$ cat config.mk
export PLATFORM = sky130hd
export DESIGN_NAME = lrs_ctrl
export DESIGN_NICKNAME = d
export VERILOG_FILES = /design/src/hw/rtl/lrs_pkg.sv /design/src/hw/rtl/lrs_ctrl.sv
export VERILOG_INCLUDE_DIRS = /design/src /design/src/hw/rtl
export SDC_FILE = /design/constraint.sdc
export NUM_CORES = 1
export LEC_CHECK = 0
export ABC_AREA = 1
export BUFFER_PORTS_ARGS = -buffer_cell sky130_fd_sc_hd__buf_2
export CAP_MARGIN = 30
export CORE_AREA = 5 5 42 44
export CTS_CLUSTER_DIAMETER = 100
export DETAILED_ROUTE_END_ITERATION = 6
export DIE_AREA = 0 0 47 49
export PLACE_DENSITY_LB_ADDON = 0.08
export SYNTH_ARGS = -nofsm -noshare
export SYNTH_HDL_FRONTEND = slang
export SYNTH_SLANG_ARGS = --single-unit
$ cat constraint.sdc
create_clock -name clk_i -period 1.35 [get_ports clk_i]
set_input_delay 0 -clock clk_i [delete_from_list [all_inputs] [get_ports clk_i]]
set_output_delay 0 -clock clk_i [all_outputs]
set_load 0.1 [all_outputs]
$ cat src/hw/rtl/learning_rate_scheduler_assert.svh
// Assertion macros shared by the scheduler modules.
// Define ASSERT_OFF to compile every check away.
`ifndef LEARNING_RATE_SCHEDULER_ASSERT_SVH
`define LEARNING_RATE_SCHEDULER_ASSERT_SVH

`ifndef ASSERT_OFF
// Same-cycle implication, disabled while reset is asserted.
`define LRS_ASSERT_IMP(lbl, clk, rstn, ante, cons, msg) \
  lbl: assert property (@(posedge clk) disable iff (!rstn) (ante) |-> (cons)) \
    else $error(msg);
// Next-cycle implication, disabled while reset is asserted.
`define LRS_ASSERT_NXT(lbl, clk, rstn, ante, cons, msg) \
  lbl: assert property (@(posedge clk) disable iff (!rstn) (ante) |=> (cons)) \
    else $error(msg);
`else
`define LRS_ASSERT_IMP(lbl, clk, rstn, ante, cons, msg)
`define LRS_ASSERT_NXT(lbl, clk, rstn, ante, cons, msg)
`endif

`endif

$ cat src/hw/rtl/lrs_pkg.sv
package lrs_pkg;

  localparam int unsigned RateW = 32;
  localparam int unsigned IterW = 31;
  localparam int unsigned CntW  = 16;
  localparam int unsigned AddrW = 5;

  localparam logic [RateW-1:0] OneQ24 = 32'h0100_0000;

  // Register reset values.
  localparam logic                    ModeRst       = 1'b0;
  localparam logic [RateW-1:0]        InitRateRst   = 32'd167772;
  localparam logic [IterW-1:0]        WarmupRst     = 31'd0;
  localparam logic [RateW-1:0]        DecayRst      = 32'd16609444;
  localparam logic [RateW-1:0]        GrowthRst     = 32'd18454938;
  localparam logic signed [RateW-1:0] GrowthThrRst  = 32'sd167772;
  localparam logic signed [RateW-1:0] DecayThrRst   = 32'sd16777;
  localparam logic [CntW-1:0]         PatienceRst   = 16'd5;

  typedef enum logic [2:0] {
    REG_MODE,
    REG_INIT_RATE,
    REG_WARMUP,
    REG_DECAY,
    REG_GROWTH,
    REG_GROWTH_THR,
    REG_DECAY_THR,
    REG_PATIENCE
  } reg_idx_e;

  typedef enum logic [1:0] {
    MUL_POW,
    MUL_FIN,
    MUL_ADP,
    MUL_WRM
  } mul_op_e;

  typedef enum logic [2:0] {
    RES_NONE,
    RES_POW,
    RES_FIN,
    RES_ADP,
    RES_DIV_LOAD
  } res_op_e;

  typedef struct packed {
    logic    start;
    logic    adapt_eval;
    logic    mul_en;
    mul_op_e mul_op;
    res_op_e res_op;
    logic    div_step;
    logic    div_end;
    logic    out_load;
  } dp_cmd_t;

  typedef struct packed {
    logic exp_zero;
    logic exp_last;
    logic fire;
    logic warm;
    logic div_last;
  } dp_status_t;

endpackage

$ cat src/hw/rtl/lrs_ctrl.sv
`include "learning_rate_scheduler_assert.svh"

module lrs_ctrl import lrs_pkg::*; (
  input  logic       clk_i,
  input  logic       rst_ni,
  input  logic       mode_i,
  input  logic       in_valid_i,
  output logic       in_ready_o,
  output logic       out_valid_o,
  input  logic       out_ready_i,
  input  dp_status_t status_i,
  output dp_cmd_t    cmd_o
);

  typedef enum logic [3:0] {
    ST_IDLE,
    ST_BRANCH,
    ST_POW_MUL,
    ST_POW_RES,
    ST_FIN_MUL,
    ST_FIN_RES,
    ST_ADP_CHK,
    ST_ADP_MUL,
    ST_ADP_RES,
    ST_WRM_CHK,
    ST_WRM_MUL,
    ST_WRM_RES,
    ST_DIV,
    ST_DIV_END,
    ST_DONE
  } state_e;

  state_e state_q, state_d;
  logic   out_valid_q, out_valid_d;

  always_comb begin
    state_d     = state_q;
    out_valid_d = out_valid_q && !out_ready_i;
    cmd_o       = '0;
    cmd_o.mul_op = MUL_POW;
    cmd_o.res_op = RES_NONE;
    unique case (state_q)
      ST_IDLE: begin
        if (in_valid_i) begin
          cmd_o.start = 1'b1;
          state_d     = ST_BRANCH;
        end
      end
      ST_BRANCH: begin
        if (mode_i) begin
          cmd_o.adapt_eval = 1'b1;
          state_d          = ST_ADP_CHK;
        end else if (status_i.exp_zero) begin
          state_d = ST_FIN_MUL;
        end else begin
          state_d = ST_POW_MUL;
        end
      end
      ST_POW_MUL: begin
        cmd_o.mul_en = 1'b1;
        cmd_o.mul_op = MUL_POW;
        state_d      = ST_POW_RES;
      end
      ST_POW_RES: begin
        cmd_o.res_op = RES_POW;
        state_d      = status_i.exp_last ? ST_FIN_MUL : ST_POW_MUL;
      end
      ST_FIN_MUL: begin
        cmd_o.mul_en = 1'b1;
        cmd_o.mul_op = MUL_FIN;
        state_d      = ST_FIN_RES;
      end
      ST_FIN_RES: begin
        cmd_o.res_op = RES_FIN;
        state_d      = ST_WRM_CHK;
      end
      ST_ADP_CHK: begin
        state_d = status_i.fire ? ST_ADP_MUL : ST_WRM_CHK;
      end
      ST_ADP_MUL: begin
        cmd_o.mul_en = 1'b1;
        cmd_o.mul_op = MUL_ADP;
        state_d      = ST_ADP_RES;
      end
      ST_ADP_RES: begin
        cmd_o.res_op = RES_ADP;
        state_d      = ST_WRM_CHK;
      end
      ST_WRM_CHK: begin
        state_d = status_i.warm ? ST_WRM_MUL : ST_DONE;
      end
      ST_WRM_MUL: begin
        cmd_o.mul_en = 1'b1;
        cmd_o.mul_op = MUL_WRM;
        state_d      = ST_WRM_RES;
      end
      ST_WRM_RES: begin
        cmd_o.res_op = RES_DIV_LOAD;
        state_d      = ST_DIV;
      end
      ST_DIV: begin
        cmd_o.div_step = 1'b1;
        if (status_i.div_last) begin
          state_d = ST_DIV_END;
        end
      end
      ST_DIV_END: begin
        cmd_o.div_end = 1'b1;
        state_d       = ST_DONE;
      end
      ST_DONE: begin
        // Wait for the output register to drain before handing over the result.
        if (!out_valid_q || out_ready_i) begin
          cmd_o.out_load = 1'b1;
          out_valid_d    = 1'b1;
          state_d        = ST_IDLE;
        end
      end
      default: state_d = ST_IDLE;
    endcase
  end

  always_ff @(posedge clk_i or negedge rst_ni) begin
    if (!rst_ni) begin
      state_q     <= ST_IDLE;
      out_valid_q <= 1'b0;
    end else begin
      state_q     <= state_d;
      out_valid_q <= out_valid_d;
    end
  end

  assign in_ready_o  = (state_q == ST_IDLE);
  assign out_valid_o = out_valid_q;

  `LRS_ASSERT_NXT(a_busy_after_accept, clk_i, rst_ni, in_valid_i && in_ready_o,
                  !in_ready_o, "input accepted while a transaction is in flight")
  `LRS_ASSERT_IMP(a_load_into_free_slot, clk_i, rst_ni, cmd_o.out_load,
                  !out_valid_q || out_ready_i, "result overwrites a pending transaction")
  `LRS_ASSERT_NXT(a_div_ends, clk_i, rst_ni, state_q == ST_DIV && status_i.div_last,
                  state_q == ST_DIV_END, "divider overran its step count")

endmodule

== After elaboration in Yosys (flattened, before gate mapping) ==
Cells that the tools add are included.
Operators by class
  $add $sub $neg: 0
  multiply operators: 0
  div/mod/pow operators: 0
  magnitude comparators: 0
  equality and inequality tests: 17
  shifts and indexed selects: 0
  mux-type cells: 21
  bitwise operators: 0
  reduce and logical (&&, ||, !) cells: 7
Operators with widths (count)
  one-hot mux 4 bit (14 select lines): 1
  equality test 4 bit, second input constant: 7
  one-hot mux 3 bit (4 select lines): 2
  two-way mux 4 bit: 5
  equality test 4 x 3 -> 1 bit, second input constant: 4
  two-way mux 1 bit: 10
  two-way mux 3 bit: 3
  equality test 4 x 2 -> 1 bit, second input constant: 2
  != test 2 bit, second input constant: 3
  equality test 4 x 1 -> 1 bit, second input constant: 1
  zero test 4 bit: 1
  AND reduction 3 bit: 1
  zero test 1 bit: 2
  OR reduction 2 bit: 1
  logical AND 1 bit: 1
  logical OR 1 bit: 1
Storage, ports and cells
  register bits: 5
  bits in latches: 0
  bits in writable memories: 0
  ROM bits: 0
  input port bits: 10
  output and inout bits: 13
  logic and storage cells: 47
  memories: 0

== Logic depth before layout (Yosys ltp) ==
Gate-level depths: netlist of run 1.
  depth in word-level cells: 4
  depth in mapped cells: 9
  depth with buffers taken out: 8

== Least setup slack after synthesis of run 1 ==
No wires, ideal clock.
  path kind: reg-to-output
  start: register state_q[2]
  end: output port cmd_o[3] in the netlist's numbering
  data arrival time: 2.824 ns
  required time: 1.350 ns
  path slack: -1.474 ns
  stages on the path, launching flop included: 4
  buffers on the path: 0
  path through: dfrtp_1 nor2_2 inv_2 o21ai_0
RTL lines
  start: declaration: RTL line lrs_ctrl.sv:33  | state_e state_q, state_d;
  start signal: assignment: RTL line lrs_ctrl.sv:128  | state_q <= state_d;
  end: declaration: RTL line lrs_ctrl.sv:12  | output dp_cmd_t cmd_o

==> results of run 1 <==
==> cell families (layout without fill, tap and decap cells) <==
| logic type | count (synthesis) | count (layout) | share of synthesized area |
|---|---|---|---|
| AOI/OAI and AO/OA | 11 | 11 | 0.119 |
| buffers and inverters | 17 | 57 | 0.131 |
| DFF | 5 | 5 | 0.243 |
| and+or+nand+nor | 58 | 58 | 0.506 |
==> flip-flops by register name (all words and copies together), names as in the netlist <==
register     cells
out_valid_o      1
state_q          4
==> Yosys cell counts <==
| cell type | instances |
|---|---|
| nor2_1 | 13 |
| nand2_2 | 2 |
| nand4_1 | 1 |
| nand3_2 | 1 |
| a21oi_1 | 4 |
| dfrtp_1 | 5 |
| o211ai_1 | 2 |
| nor2_2 | 3 |
| buf_4 | 1 |
| inv_1 | 13 |
| nand3_1 | 5 |
| inv_2 | 3 |
| o21ai_0 | 4 |
| nand2_1 | 25 |
| o22ai_1 | 1 |
| nor3_1 | 7 |
| nor3_2 | 1 |
==> worst max-delay path by stage <==
stage	start	end	slack, ns
3_5_place_dp	state_q[3]	state_q[3]	0.002
5_1_grt	state_q[0]	cmd_o[0]	-0.11
6_report	state_q[2]	cmd_o[5]	-0.06
3_3_place_gp	state_q[3]	state_q[3]	0.006
4_1_cts	state_q[2]	cmd_o[9]	-0.04
2_1_floorplan	state_q[3]	state_q[2]	-0.30
==> layout make-up <==
cell class	count	area (um2)
Timing Repair Buffer	37	419
Clock buffer	4	26.3
Fill cell	83	255
Multi-Input combinational cell	69	479
Inverter	16	70.1
Sequential cell	5	131
Tap cell	16	20.0
==> repair_timing <==
action | 4_1_cts | 5_1_grt
setup buffers | 4 | 2
pin swaps | 7 | 8
endpoints found under the setup margin | 12 | 15
gates cloned | 0 | 0
hold endpoints to repair | 6 | 0
hold buffers | 2 | 0
resized for setup | 10 | 20
==> layout by cell type, fill, tap and decap left out, drive strengths merged <==
master and count:
a21oi 4, buf 35, clkbuf 4, dfrtp 5, dlygate4sd3 2, inv 16
nand2 27, nand3 6, nand4 1, nor2 16, nor3 8, o211ai 2
o21ai 4, o22ai 1
==> through the flow <==
stage          setup TNS, ns   util
2_1_floorplan          -1.34      -
3_3_place_gp               0  0.686
3_5_place_dp               0  0.686
4_1_cts               -0.244  0.754
5_1_grt                -1.06  0.818
6_report              -0.363  0.818
==> per-layer routing <==
metal / vias to the layer above / share of wire / global-route usage
li1: 376 / - / -
met1: 351 / 0.39 / 0.225
met2: 48 / 0.48 / 0.281
met3: 14 / 0.074 / 0.0443
met4: 0 / 0.054 / 0.124
met5: - / 0 / 0
==> worst max-delay path, stage by stage, from the launching register on <==
cell and delay (ns):
dfrtp_2 0.48, inv_2 0.13, nand2_1 0.15, nor2_4 0.13, buf_4 0.12, buf_12 0.16
==> metrics, run 1 <==
antenna violations before repair 0; synthesized area 514 um2; Sink Count 5; maxcap violations 0; cts bufs inserted 3; die width 47 um; Crit. End Element primary output; Final Max Tran Viols 0; Synth area leaders dfrtp_1, nand2_1, inv_1; CTS clk-pin slew, worst paths 0.05 ns; CTS tree built; GRT Total Usage 0.187; core area 1400 um2; DP Area 961 um2; syn_area_per_cell 5.65 um2; H-tree depth 1; post-route cell area 1150 um2; DPL Wire Length 1330 um; Seq/Total Area, Yosys 0.243; DRC Markers 0; Hold WS 0.137 ns; Worst Max-Slew Pin Slew 0.485 ns; Critical Path AT 1.41 ns; port buffer count 22; WL final 1980 um; final setup vio count 10; Die Ht 49 um; non-filler cells in the finished layout 147; worst reg2reg startpoint state_q[0]; io pins 23; HP Class input pin to asynchronous set/reset pin; Slew HR 0.679; syn nets 101; FF-to-FF End state_q[3]; area leader, netlist dfrtp_1; r2r setup slk -0.01 ns; Synth Warn # 0; clk_skew 0.00552 ns; setup slack after layout -0.0569 ns; Place WS 0.00222 ns; n_diodes 0; Antenna Violating Nets Remaining 0; placed cells 135; Crit Path Class register to primary output; Bufs on Longest Clock Path 2; top-area cell type share of the netlist area 0.243; drt pass-1 iters 4; largest net degree at the start of global routing 8; share of cells above drive strength 1 0.611; violated checks negative setup slack; vias in the first global route 768; initial DRC count 29; Syn Inst Count 91; Worst Setup Start Kind register; number of nets in the layout 142; via count 789; RSZ-0062 raised after global routing yes; WP data required 1.35 ns; worst-path maximum fanout 7; P&R area growth vs syn 123%; Synth Register Bits 5; Worst-Skew Late Latency 0.24 ns; first-pass GRT wire length 3180 um; clock root buffer clkbuf_4; row count 14; Reg2Reg Depth 9; fin crit period 1.41 ns; grt ovf 0; routability cong. 0.880; status finished with violations; Initial Util 0.367; FMAX 0.711 GHz; distinct cell type count after synthesis 17; Fin. Hold Viols 0; fin crit share 1.04; Wirelength per Cell 13.4 um; Avg Vias per Cell 5.37; die area 2300 um2
Power of run 1 is left out: the tool's default activity adds up to more than one toggle a clock period on the data nets, which glitch-free logic cannot reach.
==> run 2: changes to the inputs <==
- GPL_ROUTABILITY_DRIVEN: not set -> 0
- MAX_ROUTING_LAYER: not set -> met4
==> run 2 against run 1 <==
The flow still finishes with violations (negative setup slack). Die area is the same. Maximum frequency shrank 0.17%. First-iteration DRC count unchanged. Worst hold slack lost 0.0010 ns. Clock-buffer cell count unchanged. Via count fell by 1.4%. Sequential share of layout area did not move. Core utilization unchanged. Critical path type unchanged. Clock skew barely moved. Worst setup slack got worse by 0.0024 ns.
==> metrics, run 2 (synthesis gave the netlist of run 1 again) <==
status finished with violations (unchanged); violated checks negative setup slack (unchanged); buffers and inverters on the worst path 3 (unchanged); Wirelength per Cell 13.5 um (was 13.4 um); row count 14 (unchanged); worst-path maximum fanout 6 (was 7); commonest non-fill, non-tap cell in the layout nand2_1 (unchanged); Crit. End Element primary output (unchanged); Final Max Tran Viols 0 (unchanged); RSZ-0062 raised after global routing yes (unchanged); Crit-path slowest cell dfrtp_2 (unchanged); met2 usage 0.283 (was 0.281); Worst Setup Start Kind register (unchanged); share of cells above drive strength 1 0.611 (unchanged); Sink Count 5 (unchanged); maxcap violations 0 (unchanged); grt met1 use 0.223 (was 0.225); clock root buffer clkbuf_4 (unchanged); P&R area growth vs syn 123% (unchanged); drt pass-1 iters 4 (unchanged); fin crit share 1.04 (about the same); Top Family by Delay on Critical Path buffers and inverters (was flip-flops); grt ovf 0 (unchanged); core area 1400 um2 (unchanged); placed cells 135 (unchanged); H-tree depth 1 (unchanged); fillers 83 (unchanged); number of flip-flops in the largest register 4 (unchanged); WL final 1980 um (about the same); vias in the first global route 769 (was 768); port buffer count 22 (unchanged); Critical Path AT 1.41 ns (about the same); Worst Max-Slew Pin Slew 0.485 ns (about the same); crit-path cells inv_4 -> nand4_1 -> buf_4 -> a21oi_4 -> buf_12 (was inv_2 -> nand2_1 -> nor2_4 -> buf_4 -> buf_12); number of nets in the layout 142 (unchanged); io pins 23 (unchanged); Largest Register state_q (unchanged); cts bufs inserted 3 (unchanged); n_diodes 0 (unchanged); Crit Path Class register to primary output (unchanged); first-pass GRT wire length 3180 um (unchanged); most frequent cells in the layout nand2_1, buf_12, inv_1 (unchanged); die area 2300 um2 (unchanged); clk_skew 0.00551 ns (was 0.00552 ns); Initial Util 0.367 (unchanged); Worst-Skew Late Latency 0.24 ns (about the same); Fin. Hold Viols 0 (unchanged); via count 778 (was 789); met3 Use GR 0.0443 (unchanged); Layout Utilization 0.818 (unchanged); non-filler cells in the finished layout 147 (unchanged); antenna violations before repair 0 (unchanged); Bufs on Longest Clock Path 2 (unchanged); GRT Total Usage 0.192 (was 0.187); DRC Markers 0 (unchanged); WP data required 1.35 ns (about the same); busiest grt layer met2 (unchanged); fin crit period 1.41 ns (about the same); CTS clk-pin slew, worst paths 0.05 ns (about the same); Antenna Violating Nets Remaining 0 (unchanged); setup slack after layout -0.0593 ns (was -0.0569 ns); FMAX 0.710 GHz (was 0.711 GHz); initial DRC count 29 (unchanged); Die Ht 49 um (unchanged); Max stage delay on crit path 0.47 ns (was 0.48 ns); CTS tree built (unchanged); largest net degree at the start of global routing 8 (unchanged); final setup vio count 10 (unchanged); Slew HR 0.679 (about the same); Avg Vias per Cell 5.29 (was 5.37); DPL Wire Length 1330 um (unchanged); HP Class input pin to asynchronous set/reset pin (unchanged); die width 47 um (unchanged)
run 2: cell counts in the layout (fill, tap and decap cells not counted):
No cell type changed its count.
run 2: final timing paths:
| kind | start | end | slack (ns) | depth (start not counted) |
|---|---|---|---|---|
| max in group asynchronous | rst_ni | state_q[2] | 1.07 | 2 |
| min in group clk_i | status_i[0] | state_q[0] | 0.15 | 5 |
| min reg2reg | out_valid_o | out_valid_o | 0.66 | 2 |
| max | state_q[0] | cmd_o[0] | -0.06 | 5 |
| max reg2reg | state_q[0] | state_q[3] | -0.02 | 9 |
| min | rst_ni | state_q[3] | 0.14 | 2 |
run 2: worst reg2reg max path: stages, from the launching register on:
cell	delay (ns)
dfrtp_2	0.47
inv_4	0.11
nand2_4	0.10
buf_6	0.14
nor2_4	0.13
nand2_2	0.07
nand2_2	0.07
nor2_2	0.04
nand2_1	0.07
nand2_1	0.05
run 2: repair_timing:
| action | 4_1_cts | 5_1_grt |
|---|---|---|
| hold buffers | 2 | 0 |
| gates cloned | 0 | 0 |
| buffers inserted | 4 | 2 |
| setup endpoints to repair | 12 | 15 |
| gates resized for setup | 10 | 20 |
| pin swaps | 7 | 8 |
| endpoints found under the hold margin | 6 | 0 |
run 2: through the flow:
stage               hold WS (ns)  instance area, um2  setup TNS [ns]  worst slack, ns
finish                     0.136                1150          -0.389          -0.0593
CTS                       0.0961                1060          -0.244          -0.0435
floorplan                 -0.296                 606           -1.34           -0.297
detailed placement        -0.183                 961               0          0.00222
global route               0.134                1150           -1.06           -0.112
global placement          -0.187                 961               0          0.00598
run 2: final cells by class:
class / count / area (um2) / area share
Sequential cell: 5 / 131 / 0.115
Clock buffer: 4 / 26.3 / 0.0229
Multi-Input combinational cell: 69 / 479 / 0.418
Inverter: 16 / 70.1 / 0.0611
Timing Repair Buffer: 37 / 419 / 0.366
Tap cell: 16 / 20.0 / 0.0175
run 2: layer usage:
metal  wire (um)  part of all wire
met2         951              0.48
met3         172             0.087
met4         115             0.058
met1         742              0.37
met5           0                 0
Power of run 2 is left out for the same reason.
